**src/hw/rtl/life_pkg.sv**
```systemverilog
// Shared sizes, codes and payload types of the life automaton block.
package life_pkg;

    // Grid capacity
    localparam int MAX_WIDTH  = 64;
    localparam int MAX_HEIGHT = 64;

    // Column and row address widths
    localparam int COL_AW  = $clog2(MAX_WIDTH);
    localparam int ROW_AW  = $clog2(MAX_HEIGHT);
    localparam int MAX_DIM = (MAX_WIDTH > MAX_HEIGHT) ? MAX_WIDTH : MAX_HEIGHT;
    // Width that holds any size value and any 7-bit size register
    localparam int DIM_W   = ($clog2(MAX_DIM + 1) > 7) ? $clog2(MAX_DIM + 1) : 7;

    // Configuration port
    localparam int SIZE_W    = 7;
    localparam int CFG_IDX_W = 2;
    localparam logic [SIZE_W-1:0]    SIZE_RESET      = 7'd64;
    localparam logic [CFG_IDX_W-1:0] REG_GRID_WIDTH  = 2'd0;
    localparam logic [CFG_IDX_W-1:0] REG_GRID_HEIGHT = 2'd1;

    // Operation codes
    localparam logic [1:0] OP_WRITE   = 2'd0;
    localparam logic [1:0] OP_READ    = 2'd1;
    localparam logic [1:0] OP_ADVANCE = 2'd2;

    typedef logic [MAX_WIDTH-1:0] row_t;
    typedef logic [DIM_W-1:0]     dim_t;

    // Request payload
    typedef struct packed {
        logic [1:0] operation;
        logic [5:0] col_index;
        logic [5:0] row_index;
        logic       write_value;
    } in_item_t;

    // Result payload
    typedef struct packed {
        logic read_value;
        logic stable_flag;
        logic empty_flag;
    } out_item_t;

    // Row memory access
    typedef struct packed {
        logic              rd_en;
        logic [ROW_AW-1:0] rd_addr;
        logic              wr_en;
        logic [ROW_AW-1:0] wr_addr;
        row_t              wr_data;
    } mem_req_t;

    // Per-row status of one generation step
    typedef struct packed {
        logic changed;
        logic alive;
    } row_flags_t;

endpackage

```
**src/hw/rtl/life_row_update.sv**
```systemverilog
// Next-generation logic for one row, B3/S23 with column wraparound.
module life_row_update (
    input  life_pkg::row_t       prev_row,
    input  life_pkg::row_t       cur_row,
    input  life_pkg::row_t       next_row,
    input  life_pkg::dim_t       width,
    output life_pkg::row_t       new_row,
    output life_pkg::row_flags_t flags
);
    import life_pkg::*;

    localparam logic [3:0] BIRTH_COUNT   = 4'd3;
    localparam logic [3:0] SURVIVE_COUNT = 4'd2;

    dim_t              last_dim;
    logic [COL_AW-1:0] last_col;
    logic              prev_last;
    logic              cur_last;
    logic              next_last;

    // Rightmost active column feeds the left neighbor of column zero
    assign last_dim  = width - dim_t'(1);
    assign last_col  = last_dim[COL_AW-1:0];
    assign prev_last = prev_row[last_col];
    assign cur_last  = cur_row[last_col];
    assign next_last = next_row[last_col];

    // One lane per column
    always_comb
    begin
        logic       pl, pr, cl, cr, nl, nr;
        logic       nb, active;
        logic [3:0] n;
        new_row       = cur_row;
        flags.changed = 1'b0;
        flags.alive   = 1'b0;
        for (int c = 0; c < MAX_WIDTH; c++)
        begin
            if (c == 0)
            begin
                pl = prev_last;
                cl = cur_last;
                nl = next_last;
            end
            else
            begin
                pl = prev_row[(c + MAX_WIDTH - 1) % MAX_WIDTH];
                cl = cur_row[(c + MAX_WIDTH - 1) % MAX_WIDTH];
                nl = next_row[(c + MAX_WIDTH - 1) % MAX_WIDTH];
            end
            if (c == MAX_WIDTH - 1 || COL_AW'(c) == last_col)
            begin
                pr = prev_row[0];
                cr = cur_row[0];
                nr = next_row[0];
            end
            else
            begin
                pr = prev_row[(c + 1) % MAX_WIDTH];
                cr = cur_row[(c + 1) % MAX_WIDTH];
                nr = next_row[(c + 1) % MAX_WIDTH];
            end
            n = 4'(pl) + 4'(prev_row[c]) + 4'(pr) + 4'(cl) + 4'(cr)
              + 4'(nl) + 4'(next_row[c]) + 4'(nr);
            if (cur_row[c])
            begin
                nb = (n == SURVIVE_COUNT) || (n == BIRTH_COUNT);
            end
            else
            begin
                nb = (n == BIRTH_COUNT);
            end
            active = (dim_t'(c) < width);
            if (active)
            begin
                new_row[c] = nb;
                if (nb != cur_row[c])
                begin
                    flags.changed = 1'b1;
                end
                if (nb)
                begin
                    flags.alive = 1'b1;
                end
            end
        end
    end

endmodule

```
**config.mk**
```make
export PLATFORM = sky130hd
export DESIGN_NAME = life_row_update
export DESIGN_NICKNAME = d
export VERILOG_FILES = /design/src/hw/rtl/life_pkg.sv /design/src/hw/rtl/life_row_update.sv
export SDC_FILE = /design/constraint.sdc
export NUM_CORES = 1
export LEC_CHECK = 0
export ABC_CLOCK_PERIOD_IN_PS = 11700
export BUFFER_PORTS_ARGS = -buffer_cell sky130_fd_sc_hd__buf_2
export CORE_MARGIN = 5
export CORE_UTILIZATION = 45
export DETAILED_ROUTE_END_ITERATION = 6
export PLACE_DENSITY = 0.66
export SLEW_MARGIN = 20
export SYNTH_ARGS = -nofsm -noshare
export SYNTH_HDL_FRONTEND = slang
export SYNTH_SLANG_ARGS = --single-unit
```
**constraint.sdc**
```tcl
create_clock -name vclk -period 11.7
set_input_delay 1.755 -clock vclk [all_inputs]
set_output_delay 1.755 -clock vclk [all_outputs]
set_load 0.02 [all_outputs]
```
==> metrics.md, run 1 <==
| Metric | Value |
|---|---|
| Non-Filler Cell Area, Final | `19,030 sq um` |
| DRT iter0 DRCs | `1,757` |
| WP data required | `9.95 ns` |
| Synth top area cells | `fa_1 (30%), ha_1 (14%), mux2i_1 (8.1%)` |
| Clock share of power | `0%` |
| Global-route usage over all layers | `32.27%` |
| Setup-failing EPs final | `0` |
| Synth area leader | `fa_1` |
| CP arrival | `8.97 ns` |
| Switching share of power | `61.56%` |
| Final hold slack | `3.972 ns` |
| Delay of the slowest critical-path stage | `0.70 ns` |
| Tmin final | `10.72 ns` |
| DIE HEIGHT | `204.9 um` |
| DR vias/cell | `6.283` |
| I/O Buffers | `265` |
| Most frequent cells in the layout | `buf_2 (264), fa_1 (256), inv_1 (202), a21oi_1 (200), ha_1 (196)` |
| Mapped Cells | `1,986` |
| Warnings, synthesis | `0` |
| Final Non-Filler Cells | `2,721` |
| Area Overhead vs Synth | `11.33%` |
| Net switching power | `1.271 mW` |
| Seq/Total Area, Yosys | `0%` |
| Hold buffers post-CTS | `0` |
| Core box area | `37,580 sq um` |
| Share of cells above drive strength 1 | `19.06%` |
| Worst-Margin Slew | `1.095 ns` |
| Register share of total power | `0%` |
| Routed WL | `69,280 um` |
| # clk buffers | `0` |
| Combinational power share | `100.0%` |
| Die footprint | `41,980 sq um` |
| Io pins | `265` |
| Avg WL per Cell | `25.46 um` |
| Final-report hold violation count | `0` |
| Internal cell power | `0.7936 mW` |
| Final period utilization | `91.65%` |
| Pre-CTS WS | `1.218 ns` |
| Syn_area_per_cell | `8.607 sq um` |
| Max_cap viols | `0` |
| Area post-placement | `19,020 sq um` |
| Pwr/cell area | `108.5 nW/um^2` |
| Crit. End Element | `primary output` |
| First-pass GRT wire length | `103,400 um` |
| Count of pins over their slew limit | `0` |
| Area of the multi-input gates | `16,040 sq um` |
| Fin util | `50.64%` |
| Slew headroom | `25.13%` |
| P_leak | `9.119 nW` |
| Filler cells | `3,647` |
| Hold WC Path Type | `in -> out` |
| Vias in the first global route | `17,090` |
| Commonest non-fill, non-tap cell in the layout | `buf_2` |
| GR Overflow Total | `0` |
| Site Rows | `71` |
| Count of cell types in the netlist | `66` |
| DP Cell Count | `2,715` |
| Syn_nets | `2,638` |
| Share of the synthesized area in the top cell type | `29.98%` |
| Crit Path Category | `in -> out` |
| Startpoint Class | `input pin` |
| FF+latch count | `0` |
| Postcts setup bufs | `0` |
| Seq. cell area | `0 sq um` |
| Vias | `17,100` |
| DP HPWL | `58,310 um` |
| CP max FO | `39` |
| Max VDD drop | `0.08025 mV` |
| Starting density of the core | `45.49%` |
| CP max-delay cell | `buf_4` |
| Total Power | `2.065 mW` |
| Post-route ant nets | `0` |
| Setup_tns | `0 ns` |
| Area of the mapped netlist | `17,090 sq um` |
| RSZ-0062 raised after global routing | `false` |
| Max Fclk | `93.26 MHz` |
| # nets final | `2,858` |
| TritonRoute pass-1 iters | `7` |
| Die W | `204.9 um` |
| Critical-path cell list | `buf_4, buf_4, ha_1, buf_4, nand3_1, nor2_1, mux2i_1, fa_1, inv_1, fa_1, ha_1, fa_1, and3_1, o21ai_0, o22ai_1, a2111o_1, nor4_1, nand4_1, or4_1, buf_2` |
| Post-CTS Resized | `0` |
| # DRC | `0` |
| Outcome | `completed` |
| Initial antenna violation count | `5` |
| Final WS setup | `0.9771 ns` |
| GP Congestion | `1.061` |
| Largest net degree at the start of global routing | `40` |
==> path summary, 6_finish.rpt <==
kind / startpoint / endpoint / slack (ns) / cells past startpoint
max: width[0] / flags[0] / 0.98 / 20
min: cur_row[34] / new_row[34] / 3.97 / 4
==> Yosys cell counts (48+ instances only) <==
cell      number
mux4_2        48
nand2_1      168
and3_1        59
clkbuf_1      61
nand3_1       58
nor2_1       131
a21oi_1      200
mux2_2        59
inv_1        202
o21ai_0      152
mux2i_1      139
ha_1         197
fa_1         256
==> routing by layer <==
metal	part of all wire, %	vias to the layer above	wire, um	track usage, %
li1	-	7488	-	-
met3	11	194	7736	7.741
met1	39	8411	27070	43.19
met2	44	998	30790	50.70
met4	5.3	4	3650	12.70
met5	0.036	-	25	0
==> final cells by class <==
cell class	count	share of cell area [%]
antenna	6	0.07890
timing repair buffer	296	8.271
inverter	202	3.984
tap	511	3.360
multi-input combinational	1706	84.31
==> cell families after synthesis <==
kind of cell	Yosys count	synth area share (%)
buf+inv	280	6.244
fa+ha+maj	453	44.40
mux	246	18.35
compound gates	459	15.12
xor+xnor	4	0.2050
simple gates	544	15.68
==> power by group through the flow <==
| stage | clock (mW) | combinational (mW) | sequential, mW |
|---|---|---|---|
| 3_5_place_dp | 0 | 2.01 | 0 |
| 3_3_place_gp | 0 | 1.94 | 0 |
| 4_1_cts | 0 | 2.02 | 0 |
| 5_1_grt | 0.0000000343 | 2.28 | 0 |
| 6_report | 0.0000000622 | 2.06 | 0 |
| 2_1_floorplan | 0 | 1.33 | 0 |
==> critical path, delay by kind of cell <==
| kind | cells | cell delay (ns) |
|---|---|---|
| mux | 1 | 0.31 |
| fa+ha+maj | 5 | 1.73 |
| buf+inv | 5 | 1.61 |
| compound gates | 3 | 1.17 |
| simple gates | 6 | 2.33 |
(Power assumes the default switching activity.)
==> inputs of run 2 (changes only) <==
--- a/config.mk
+++ b/config.mk
@@ -5,7 +5,7 @@
 export SDC_FILE = /design/constraint.sdc
 export NUM_CORES = 1
 export LEC_CHECK = 0
-export ABC_CLOCK_PERIOD_IN_PS = 11700
+export ABC_CLOCK_PERIOD_IN_PS = 12800
 export BUFFER_PORTS_ARGS = -buffer_cell sky130_fd_sc_hd__buf_2
 export CORE_MARGIN = 5
 export CORE_UTILIZATION = 45
==> constraint.sdc (replaced) <==
create_clock -name vclk -period 12.8
set_input_delay 1.92 -clock vclk [all_inputs]
set_output_delay 1.92 -clock vclk [all_outputs]
set_load 0.02 [all_outputs]
==> run 2 against run 1 <==
Net effect: hold slack better by 0.34 ns; power is 9.0% lower; flip-flop and latch count is the same; highest routed layer unchanged; non-clock buffer count fell by 9; sequential share of layout area is the same; global-route usage hardly changed; via count shrank 0.54%; final area is 0.47% lower; count of clock-buffer cells in the layout did not move; routed wire length is 0.50% lower.
==> metrics.md, run 2 (synthesis results as in run 1) <==
| Metric | Value |
|---|---|
| Share of cells above drive strength 1 | `18.77%` |
| Register share of total power | `0%` |
| GR Overflow Total | `0` |
| Commonest non-fill, non-tap cell in the layout | `buf_2` |
| Worst Setup SP | `width[1]` |
| Crit Path Category | `in -> out` |
| Io pins | `265` |
| Fin util | `50.40%` |
| Most frequent cells in the layout | `buf_2 (264), fa_1 (256), inv_1 (202), a21oi_1 (200), ha_1 (196)` |
| Avg WL per Cell | `25.46 um` |
| Die W | `204.9 um` |
| # nets final | `2,849` |
| WP data required | `10.88 ns` |
| # DRC | `0` |
| Max VDD drop | `0.07226 mV` |
| Max_cap viols | `0` |
| Total Power | `1.879 mW` |
| Count of pins over their slew limit | `0` |
| Global-route usage over all layers | `32.30%` |
| Combinational power share | `100.0%` |
| Hold buffers post-CTS | `0` |
| Final WS setup | `1.448 ns` |
| Final-report hold violation count | `0` |
| Area Overhead vs Synth | `10.80%` |
| Post-route ant nets | `0` |
| DR vias/cell | `6.281` |
| Final period utilization | `88.69%` |
| Internal cell power | `0.7236 mW` |
| Vias in the first global route | `16,910` |
| P_leak | `9.071 nW` |
| Vias | `17,000` |
| First-pass GRT wire length | `103,800 um` |
| FF+latch count | `0` |
| Die footprint | `41,980 sq um` |
| Setup-failing EPs final | `0` |
| Setup_tns | `0 ns` |
| Slew headroom | `31.47%` |
| Max Fclk | `88.09 MHz` |
| GP Congestion | `1.030` |
| Crit. End Element | `primary output` |
| Post-CTS Resized | `0` |
| Worst-Margin Slew | `1.024 ns` |
| Site Rows | `71` |
| Clock share of power | `0%` |
| Core box area | `37,580 sq um` |
| Switching share of power | `61.49%` |
| DP Cell Count | `2,706` |
| Outcome | `completed` |
| Final hold slack | `4.312 ns` |
| Tmin final | `11.35 ns` |
| Hold WC Path Type | `in -> out` |
| I/O Buffers | `265` |
| Largest net degree at the start of global routing | `43` |
| Pwr/cell area | `99.21 nW/um^2` |
| Final Non-Filler Cells | `2,707` |
| Routed WL | `68,930 um` |
| Seq. cell area | `0 sq um` |
| Starting density of the core | `45.49%` |
| DP HPWL | `58,180 um` |
| Hold Crit Start | `cur_row[56]` |
| Postcts setup bufs | `0` |
| CP arrival | `9.43 ns` |
| Pre-CTS WS | `1.622 ns` |
| Startpoint Class | `input pin` |
| Initial antenna violation count | `2` |
| Net switching power | `1.155 mW` |
| RSZ-0062 raised after global routing | `false` |
| DIE HEIGHT | `204.9 um` |
| Area post-placement | `18,940 sq um` |
| # clk buffers | `0` |
| DRT iter0 DRCs | `1,809` |
| Non-Filler Cell Area, Final | `18,940 sq um` |
| CP max FO | `21` |
| TritonRoute pass-1 iters | `6` |
run 2: cell types whose count changed in the layout (fill, tap and decap cells not counted):
cell / change
nor2b_1: -1
nor2b_2: +1
buf_4: -8
buf_12: -1
diode_2: -5
run 2: path summary, 6_finish.rpt:
path | endpoint | slack [ns] | cells after the start
max | flags[1] | 1.45 | 22
min | new_row[56] | 4.31 | 4
run 2: routing by layer:
metal	share of wire (%)	up-vias	GRT usage (%)
met5	0.019	-	0
met4	4.0	2	9.737
met3	11	151	6.728
met2	45	931	50.39
met1	41	8453	45.47
li1	-	7465	-
run 2: area by class of cell:
cell class / count / area (sq um)
inverter: 202 / 758.2
tap: 511 / 639.4
timing repair buffer: 287 / 1494
multi-input combinational: 1706 / 16050
fill: 3656 / 18640
antenna: 1 / 2.502
run 2: power groups by stage:
stage | clock network (mW) | registers (mW) | logic (mW)
2_1_floorplan | 0 | 0 | 1.22
3_3_place_gp | 0 | 0 | 1.77
3_5_place_dp | 0 | 0 | 1.83
4_1_cts | 0 | 0 | 1.85
5_1_grt | 0.0000000105 | 0 | 2.07
6_report | 0.0000000105 | 0 | 1.88
run 2: critical path: stages:
cell and delay [ns]:
buf_2 0.25, or4_4 0.63, and2_1 0.34, buf_4 0.28, nor2_1 0.29, buf_4 0.32, nand2_1 0.11, nor2_1 0.32
mux2i_1 0.28, fa_1 0.45, inv_1 0.09, fa_1 0.43, ha_1 0.23, fa_1 0.39, and3_1 0.15, o21ai_0 0.57
mux2_2 0.42, a22o_1 0.22, or4_1 0.55, nor4_1 0.61, nand4_1 0.30, buf_2 0.25
